<file path="config.mk">
export PLATFORM = sky130hd
export DESIGN_NAME = rle_sprite_row_decoder
export DESIGN_NICKNAME = d
export VERILOG_FILES = /design/src/rtl/rsd_pkg.sv /design/src/rtl/rsd_core.sv /design/src/rtl/rsd_out_reg.sv /design/src/rtl/rle_sprite_row_decoder.sv
export SDC_FILE = /design/constraint.sdc
export NUM_CORES = 1
export LEC_CHECK = 0
export BUFFER_PORTS_ARGS = -buffer_cell sky130_fd_sc_hd__buf_2
export CAP_MARGIN = 20
export CORE_ASPECT_RATIO = 0.5
export CORE_MARGIN = 5
export CORE_UTILIZATION = 45
export CTS_CLUSTER_DIAMETER = 50
export DETAILED_ROUTE_END_ITERATION = 8
export MAX_ROUTING_LAYER = met4
export PLACE_DENSITY = 0.65
export SLEW_MARGIN = 10
export SYNTH_ARGS = -nofsm -noshare
export SYNTH_HDL_FRONTEND = slang
export SYNTH_HIERARCHICAL = 1
export SYNTH_SLANG_ARGS = --single-unit
</file>
<file path="constraint.sdc">
create_clock -name clk -period 3.68 [get_ports clk]
set_clock_uncertainty 0.05 [all_clocks]
set_input_delay 0.552 -clock clk [delete_from_list [all_inputs] [get_ports clk]]
set_output_delay 0.552 -clock clk [all_outputs]
set_load 0.02 [all_outputs]
</file>
<file path="src/rtl/rsd_pkg.sv">
`timescale 1ns / 1ps
package rsd_pkg;

	localparam int unsigned BYTE_W    = 8;
	localparam int unsigned COL_W     = 9;
	localparam int unsigned LIT_W     = 7;
	localparam int unsigned CFG_IDX_W = 2;
	localparam int unsigned OUT_TDATA_W = 40;

	// Register indexes on the configuration channel
	localparam logic [CFG_IDX_W-1:0] REG_SPRITE_WIDTH  = 2'd0;
	localparam logic [CFG_IDX_W-1:0] REG_SPRITE_HEIGHT = 2'd1;

	localparam logic [BYTE_W-1:0] RST_SPRITE_WIDTH  = 8'd8;
	localparam logic [BYTE_W-1:0] RST_SPRITE_HEIGHT = 8'd1;

	typedef enum logic [1:0] {
		PH_CTRL = 2'd0,
		PH_LIT  = 2'd1
	} phase_t;

	typedef struct packed {
		logic              write_enable;
		logic [BYTE_W-1:0] pixel_col;
		logic [BYTE_W-1:0] mirror_col;
		logic [BYTE_W-1:0] pixel_row;
		logic [BYTE_W-1:0] pixel_value;
		logic              row_end;
		logic              sprite_end;
		logic              overrun;
	} result_t;

endpackage

</file>
<file path="src/rtl/rsd_core.sv">
`timescale 1ns / 1ps
module rsd_core (
	input  logic                           clk,
	input  logic                           arst_n,
	input  logic                           cfg_we,
	input  logic [rsd_pkg::CFG_IDX_W-1:0]  cfg_index,
	input  logic [rsd_pkg::BYTE_W-1:0]     cfg_data,
	input  logic                           accept,
	input  logic [rsd_pkg::BYTE_W-1:0]     data_byte,
	input  logic                           start_sprite,
	output rsd_pkg::result_t               res
);
	import rsd_pkg::*;

	logic [BYTE_W-1:0] sprite_width_q;
	logic [BYTE_W-1:0] sprite_height_q;

	phase_t            phase_q,        phase_d;
	logic [LIT_W-1:0]  literal_left_q, literal_left_d;
	logic [COL_W-1:0]  col_pos_q,      col_pos_d;
	logic [BYTE_W-1:0] row_pos_q,      row_pos_d;
	logic              finished_q,     finished_d;

	// State as seen by this byte, after an optional restart
	phase_t            cur_phase;
	logic [LIT_W-1:0]  cur_left;
	logic [COL_W-1:0]  cur_col;
	logic [BYTE_W-1:0] cur_row;
	logic              cur_finished;

	logic [COL_W-1:0]  padded;
	logic              in_pad;
	logic              ctrl_end;
	logic              last_row;
	logic [COL_W-1:0]  skip_len;
	logic [COL_W-1:0]  mirror_full;

	always_ff @(posedge clk or negedge arst_n) begin
		if (!arst_n) begin
			sprite_width_q  <= RST_SPRITE_WIDTH;
			sprite_height_q <= RST_SPRITE_HEIGHT;
		end else if (cfg_we) begin
			if (cfg_index == REG_SPRITE_WIDTH) begin
				sprite_width_q <= cfg_data;
			end else if (cfg_index == REG_SPRITE_HEIGHT) begin
				sprite_height_q <= cfg_data;
			end
		end
	end

	// Padded width: round width up to a multiple of 8 (up to 256)
	assign padded = ({1'b0, sprite_width_q} + COL_W'(7)) & ~COL_W'(7);

	always_comb begin
		if (start_sprite) begin
			cur_phase    = PH_CTRL;
			cur_left     = '0;
			cur_col      = '0;
			cur_row      = '0;
			cur_finished = 1'b0;
		end else begin
			cur_phase    = phase_q;
			cur_left     = literal_left_q;
			cur_col      = col_pos_q;
			cur_row      = row_pos_q;
			cur_finished = finished_q;
		end
	end

	assign in_pad      = cur_col < padded;
	assign ctrl_end    = (cur_col >= {1'b0, sprite_width_q}) || (data_byte == '0);
	assign last_row    = ({1'b0, cur_row} + 9'd1) >= {1'b0, sprite_height_q};
	assign skip_len    = 9'd256 - {1'b0, data_byte};
	assign mirror_full = padded - 9'd1 - cur_col;

	// Next state
	always_comb begin
		phase_d        = cur_phase;
		literal_left_d = cur_left;
		col_pos_d      = cur_col;
		row_pos_d      = cur_row;
		finished_d     = cur_finished;
		if (!cur_finished) begin
			if (cur_phase == PH_LIT) begin
				col_pos_d      = cur_col + 9'd1;
				literal_left_d = cur_left - LIT_W'(1);
				if (literal_left_d == '0) begin
					phase_d = PH_CTRL;
				end
			end else if (ctrl_end) begin
				col_pos_d      = '0;
				phase_d        = PH_CTRL;
				literal_left_d = '0;
				if (last_row) begin
					finished_d = 1'b1;
				end else begin
					row_pos_d = cur_row + 8'd1;
				end
			end else if (!data_byte[BYTE_W-1]) begin
				literal_left_d = data_byte[LIT_W-1:0];
				phase_d        = PH_LIT;
			end else begin
				col_pos_d = cur_col + skip_len;
			end
		end
	end

	// Result of this byte
	always_comb begin
		res = '0;
		if (!cur_finished) begin
			if (cur_phase == PH_LIT) begin
				if (in_pad) begin
					res.write_enable = 1'b1;
					res.pixel_col    = cur_col[BYTE_W-1:0];
					res.mirror_col   = mirror_full[BYTE_W-1:0];
					res.pixel_row    = cur_row;
					res.pixel_value  = data_byte;
				end else begin
					res.overrun = 1'b1;
				end
			end else if (ctrl_end) begin
				res.row_end    = 1'b1;
				res.sprite_end = last_row;
			end
		end
	end

	always_ff @(posedge clk or negedge arst_n) begin
		if (!arst_n) begin
			phase_q        <= PH_CTRL;
			literal_left_q <= '0;
			col_pos_q      <= '0;
			row_pos_q      <= '0;
			finished_q     <= 1'b1;
		end else if (accept) begin
			phase_q        <= phase_d;
			literal_left_q <= literal_left_d;
			col_pos_q      <= col_pos_d;
			row_pos_q      <= row_pos_d;
			finished_q     <= finished_d;
		end
	end

`ifndef ASSERT_OFF
	a_lit_has_count: assert property (@(posedge clk) disable iff (!arst_n)
		(phase_q == PH_LIT) |-> (literal_left_q != '0))
		else $error("literal phase with no literals left");
	a_end_sets_finished: assert property (@(posedge clk) disable iff (!arst_n)
		(accept && res.sprite_end) |=> finished_q)
		else $error("sprite end did not stop decoding");
	a_write_exclusive: assert property (@(posedge clk) disable iff (!arst_n)
		res.write_enable |-> (!res.row_end && !res.overrun))
		else $error("pixel write mixed with row end or overrun");
	a_sprite_end_row: assert property (@(posedge clk) disable iff (!arst_n)
		res.sprite_end |-> res.row_end)
		else $error("sprite end without row end");
`endif

endmodule

</file>
<file path="src/rtl/rsd_out_reg.sv">
`timescale 1ns / 1ps
module rsd_out_reg (
	input  logic             clk,
	input  logic             arst_n,
	input  logic             load,
	input  rsd_pkg::result_t res_in,
	output logic             space,
	output logic             valid,
	input  logic             ready,
	output rsd_pkg::result_t res_out
);
	import rsd_pkg::*;

	logic    valid_q;
	result_t res_q;

	// Room for a new beat when empty or when the held beat leaves this cycle
	assign space   = !valid_q || ready;
	assign valid   = valid_q;
	assign res_out = res_q;

	always_ff @(posedge clk or negedge arst_n) begin
		if (!arst_n) begin
			valid_q <= 1'b0;
		end else if (load) begin
			valid_q <= 1'b1;
		end else if (ready) begin
			valid_q <= 1'b0;
		end
	end

	always_ff @(posedge clk) begin
		if (load) begin
			res_q <= res_in;
		end
	end

endmodule

</file>
<file path="src/rtl/rle_sprite_row_decoder.sv">
`timescale 1ns / 1ps
// Run-length sprite row decoder. Takes one encoded sprite byte per beat on the
// s_ side and returns exactly one result beat per input beat on the m_ side,
// in the next cycle, at one beat per cycle while m_tready is high: the byte is
// decoded against the row/column counters in a single pass and the result
// lands in an output register, so a new byte is taken while the previous result
// is still waiting as long as m_tready drains it. Set s_tuser on the first
// control byte of a sprite to restart at row zero. Literal pixels produce a
// write at pixel_col and at mirror_col (padded width - 1 - column); literals at
// or past the padded width (width rounded up to a multiple of 8) are dropped and
// flagged as overrun. m_tlast marks the byte that closed a row. Bytes that
// arrive after the last row, until the next start, give an all-zero beat.
// sprite_width (index 0) and sprite_height (index 1) are written on the cfg_
// channel, which is always ready; write them only while the block is idle.
module rle_sprite_row_decoder (
	input  logic                          clk,
	input  logic                          arst_n,
	// configuration
	input  logic                          cfg_valid,
	output logic                          cfg_ready,
	input  logic [rsd_pkg::CFG_IDX_W-1:0] cfg_index,
	input  logic [rsd_pkg::BYTE_W-1:0]    cfg_data,
	// encoded byte stream
	input  logic                          s_tvalid,
	output logic                          s_tready,
	input  logic [rsd_pkg::BYTE_W-1:0]    s_tdata,  // [7:0] data_byte
	input  logic                          s_tuser,  // start_sprite
	// pixel results
	output logic                          m_tvalid,
	input  logic                          m_tready,
	// [0] write_enable, [8:1] pixel_col, [16:9] mirror_col, [24:17] pixel_row,
	// [32:25] pixel_value, [33] sprite_end, [34] overrun, [39:35] zero
	output logic [rsd_pkg::OUT_TDATA_W-1:0] m_tdata,
	output logic                          m_tlast   // row_end
);
	import rsd_pkg::*;

	logic    accept;
	logic    space;
	result_t res_new;
	result_t res_held;

	assign cfg_ready = 1'b1;
	assign s_tready  = space;
	assign accept    = s_tvalid && space;

	rsd_core u_core (
		.clk          (clk),
		.arst_n       (arst_n),
		.cfg_we       (cfg_valid),
		.cfg_index    (cfg_index),
		.cfg_data     (cfg_data),
		.accept       (accept),
		.data_byte    (s_tdata),
		.start_sprite (s_tuser),
		.res          (res_new)
	);

	rsd_out_reg u_out (
		.clk     (clk),
		.arst_n  (arst_n),
		.load    (accept),
		.res_in  (res_new),
		.space   (space),
		.valid   (m_tvalid),
		.ready   (m_tready),
		.res_out (res_held)
	);

	assign m_tdata = {5'd0, res_held.overrun, res_held.sprite_end,
		res_held.pixel_value, res_held.pixel_row, res_held.mirror_col,
		res_held.pixel_col, res_held.write_enable};
	assign m_tlast = res_held.row_end;

endmodule

</file>
# Word level (Yosys, flattened, before mapping)
# Index checks and enable logic that the tools add are counted.
# word_totals
out_inout_bits	44
wordCells	79
inputBits	24
regBits	80
# classes
addsub	9
eq_ne	2
reduce_logical	14
n_bitwise	4
muxes	31
order_cmp	3
# ops
cell	count
$mux 9	5
$mux 8	5
$mux 7	5
$mux 33	1
$ge 9x8->1	2
$mux 2	7
$add 8x1->9 const B	1
$add 8x3->9 const B	1
$add 9x1->9 const B	1
$add 9x9->9	1
$lt 9x9->1	1
$sub 9x8->9 const A	1
$add 8x1->8 const B	1
$logic_not 8->1	1
$mux 1	8
$sub 8x1->8 const B	1
$sub 8x8->8	1
$logic_not 7->1	1
$sub 7x1->7 const B	1
$reduce_or 3->1	2
$eq 2x1->1 const B	2
$not 1->1	4
$reduce_or 2->1	2
$reduce_and 3->1	1
other kinds (6)	7

# Longest topological paths before layout
# depth
depth_word	7
depth_mapped	15
mapped_depth_nobuf	13

# By module
# The synthesis kept the hierarchy.
# modules_own_cells
module	cells_each	n_inst	area_each_um2
rsd_core	486	1	3992.6
rsd_out_reg	39	1	1128.6
rle_sprite_row_decoder	9	1	58.8

# Worst setup path before layout
# Ideal clock, no wire load.
# synth_path
path_kind	in2reg
from	input port s_tuser
to	register u_core.row_pos_q[0]
t_arrival_ns	3.728
path_slack_ns	-0.177
path_buffers	2
setup_ns	0.079
stages	14
path_cell_list	buf_2 buf_1 nor2b_1 ha_1 nand4_1 or3_1 a21oi_1 ha_1 a211oi_1 o21ai_1 o221a_2 nor4_4 mux2_2 a2bb2oi_1
# synth_between
elab_chain_len	7
word_cells_on_any_way	14
# synth_rtl
item	line	rtl
from (decl)	rle_sprite_row_decoder.sv:27	input logic s_tuser,
$mux 8	rsd_core.sv:55	if (start_sprite) begin
$add 8x1->9	rsd_core.sv:72	assign last_row = ({1'b0, cur_row} + 9'd1) >= {1'b0, sprite_height_q};
$ge 9x8->1	rsd_core.sv:72	
$mux 8	rsd_core.sv:94	if (last_row) begin
$mux 8	rsd_core.sv:90	end else if (ctrl_end) begin
$mux 8	rsd_core.sv:84	if (cur_phase == PH_LIT) begin
$mux 8 *	rsd_core.sv:83	if (!cur_finished) begin
to (signal assigned)	rsd_core.sv:140	row_pos_q <= row_pos_d;
to (decl)	rsd_core.sv:21	logic [BYTE_W-1:0] row_pos_q, row_pos_d;
# Mark *: on every way between the ends. The rest lies on a longest branch, timed or not.
# A chain may end at the register's enable or synchronous reset.

# Worst setup path in the final report
# layout_path
from	register u_core.row_pos_q[0]
to	register u_core.row_pos_q[0]
# layout_between
elab_chain_len	7
word_cells_on_any_way	8
# layout_rtl
item	line
$mux 8 *	rsd_core.sv:55
$add 8x1->9	rsd_core.sv:72
$ge 9x8->1	rsd_core.sv:72
$mux 8	rsd_core.sv:94
$mux 8	rsd_core.sv:90
$mux 8	rsd_core.sv:84
$mux 8 *	rsd_core.sv:83
# Marks and branches as above.

==> results.cfg <==
[detailed_routing]
drt_iter0_drc = 417
viasPerCell = 5.592
dr.pass1.iters = 5
remaining_drc_errors = 0
drt_wl_total_um = 13110
postRouteAntennaNets = 0
routed-via-count = 4211
post_drt_wl_per_cell_um = 17.41

[global_route]
track_usage_pct = 20.23
antenna_found_initial = 0
overflow = 0
grt_first_pass_wirelength_um = 21720
grt_max_degree = 48
first_global_vias = 4210

[power_and_ir_drop]
powerDensity_nw_per_um2 = 614.6
finalPower_mw = 3.710
vdd_ir_drop_max_v = 0.0002615
leakagePower_nw = 2.688

[setup_path]
crit_type = reg -> reg
worstSetupEndpointType = flop
worst_setup_path_start_kind = flop
required_ns = 3.89
crit_path_max_fanout = 6
cp.arrival_ns = 3.68

[synthesis]
yosysTopAreaCellShare_pct = 20.87
synth_most_common_cell = nand2_1
synth-edff-count = 36
synthSimpleGateAreaFrac_pct = 18.02
syn_inst = 534
async_flop_share_pct = 55.00
ys_seq_area_share_pct = 42.20
synth.cell_area_um2 = 5180
synth-xor-area-share_pct = 3.551
synth_compound_area_share_pct = 14.83
synth_top_family_by_area = simple AND/OR/NAND/NOR gates
synth_area_leaders = edfxtp_1 (21%), dfrtp_1 (20%), ha_1 (11%), nand2_1 (3.4%), inv_1 (3.1%)
synth.distinct_cells = 69
synth_top_flop_cell = dfrtp_1
yosys_warnings = 6
synth_area_per_cell_um2 = 9.700
synthTopCellsByCount = nand2_1 (47), ha_1 (45), inv_1 (43), dfrtp_1 (41), edfxtp_1 (36)
synth_top_area_cell = edfxtp_1
synth_seq_cells = 80
synth.area.mux_share_pct = 3.382
synthAdderAreaFrac_pct = 11.64

[timing]
fin_tns_setup_ns = 0
timing.slew.headroom_pct = 54.63
slew_violations = 0
hold_viol_final = 0
worstMarginPinSlew_ns = 0.6789
rsz0062_at_grt = false
fin_crit_ns = 3.463
fmax_ghz = 0.2887
period_share_pct = 94.11
setup_viol = 0

[floorplan]
num_io_pins = 68
die_y_um = 85.87
rows = 27
core_area_um2 = 11110
start_util_pct = 46.61
chipWidth_um = 161.7
die-area_um2 = 13890

[clock_network]
cts_hold_buf = 0
cts_tree = done
htreeDepth = 3
root_buffer = clkbuf_16
clk_latency_ns = 0.34
cts_num_sinks = 80
cts_made_buffers = 9
post_cts_buffers = 0
cts_buffer_depth = 2
path_clk_slew_ns = 0.06

[run]
cap_violations = 0

[place]
gp_congestion = 0.9538
port_buffers = 61
detailed_place_hpwl_um = 9787
placed_cells = 736

[final_layout]
nets = 674
layout-area-overhead-vs-synth_pct = 16.52
drive_gt1_share_pct = 21.05
fin_cells = 753
antenna_cells = 0

[worst_hold_path]
hold_path.class = in -> async

[status]
status = complete, no violations
## registers in the layout, summed over array words and instances, names as in the netlist
name                    cells
u_core/literal_left_q       7
u_out/res_out              36
u_core/col_pos_q            9
u_core/row_pos_q            8
u_core/sprite_height_q      8
u_core/phase_q              2
u_out/valid                 1
u_core/finished_q           1
u_core/sprite_width_q       8
## final timing paths
kind                       slack (ns)  cells past startpoint                         to                       from
setup / recovery                 0.22                     12        u_core/row_pos_q[0]        u_core/row_pos_q[0]
hold / removal                   0.07                      1  u_core/sprite_height_q[3]                     arst_n
setup reg to reg                 0.22                     12        u_core/row_pos_q[0]        u_core/row_pos_q[0]
hold reg to reg                  0.46                      1  u_core/sprite_height_q[5]  u_core/sprite_height_q[5]
max in group asynchronous        2.94                      2   u_core/sprite_width_q[3]                     arst_n
min in group clk                 0.39                      3   u_core/sprite_width_q[1]                cfg_data[1]
## repair_timing
item,in CTS,in global routing
gates resized for setup,0,1
endpoints found under the setup margin,0,2
hold endpoints to repair,0,0
## area by class of cell
class | instances | area [um2]
Fill cell | 991 | 5079
Multi-Input combinational cell | 382 | 2693
Sequential cell | 80 | 2186
Timing Repair Buffer | 87 | 525.5
Clock buffer | 11 | 232.7
Tap cell | 145 | 181.4
Inverter | 43 | 161.4
Clock inverter | 5 | 56.30
## cell usage in the layout, fill, tap and decap left out, types with 14 or more instances in the layout
master,instances
buf_2,61
nand2_1,47
buf_4,24
xnor2_1,15
nor3_1,22
a21oi_1,23
nor2_1,25
dfrtp_1,41
o21ai_0,31
ha_1,44
edfxtp_1,36
nor4_1,22
nor2b_1,14
inv_1,43
## where the power goes
| group | total (mW) | leakage (nW) | internal (mW) | switching, mW |
|---|---|---|---|---|
| registers | 1.31 | 0.902 | 1.16 | 0.154 |
| logic | 1.52 | 1.65 | 0.620 | 0.900 |
| clock network | 0.881 | 0.140 | 0.526 | 0.355 |
| total | 3.71 | 2.69 | 2.30 | 1.41 |
## critical path, cell delays in order (launching register included)
cell and delay [ns]:
dfrtp_1 0.41, nor2b_1 0.23, ha_2 0.27, nand4_1 0.12, or3_1 0.37, a21oi_1 0.21
ha_1 0.29, a211oi_1 0.20, o21ai_1 0.09, o221a_2 0.30, nor4_4 0.30, mux2_2 0.38
a2bb2oi_1 0.14
## logic make-up after synthesis
logic type	Yosys count
mux	16
fa+ha+maj	47
compound gates	115
other cells	2
buf+inv	76
simple gates	177
xor+xnor	21
flops	80
## metrics by stage
step	hold WS [ns]	util [%]	area, um2	worst slack [ns]
final	0.07381	54.31	6036	0.2166
after global routing	0.09713	54.31	6036	0.04081
after detailed placement	0.4459	51.53	5727	0.01412
after floorplan	0.2064	-	5201	0.001726
after CTS	0.3819	54.13	6016	0.2425
after global placement	0.4373	51.53	5727	0.06419
## per-layer routing
| layer | global-route usage, % | wire length (um) | part of all wire [%] |
|---|---|---|---|
| met3 | 5.137 | 881 | 6.7 |
| met5 | - | 0 | 0 |
| met4 | 4.988 | 155 | 1.2 |
| met2 | 31.52 | 5934 | 45 |
| met1 | 26.75 | 6137 | 47 |
Power figures use the tool's default switching activity.
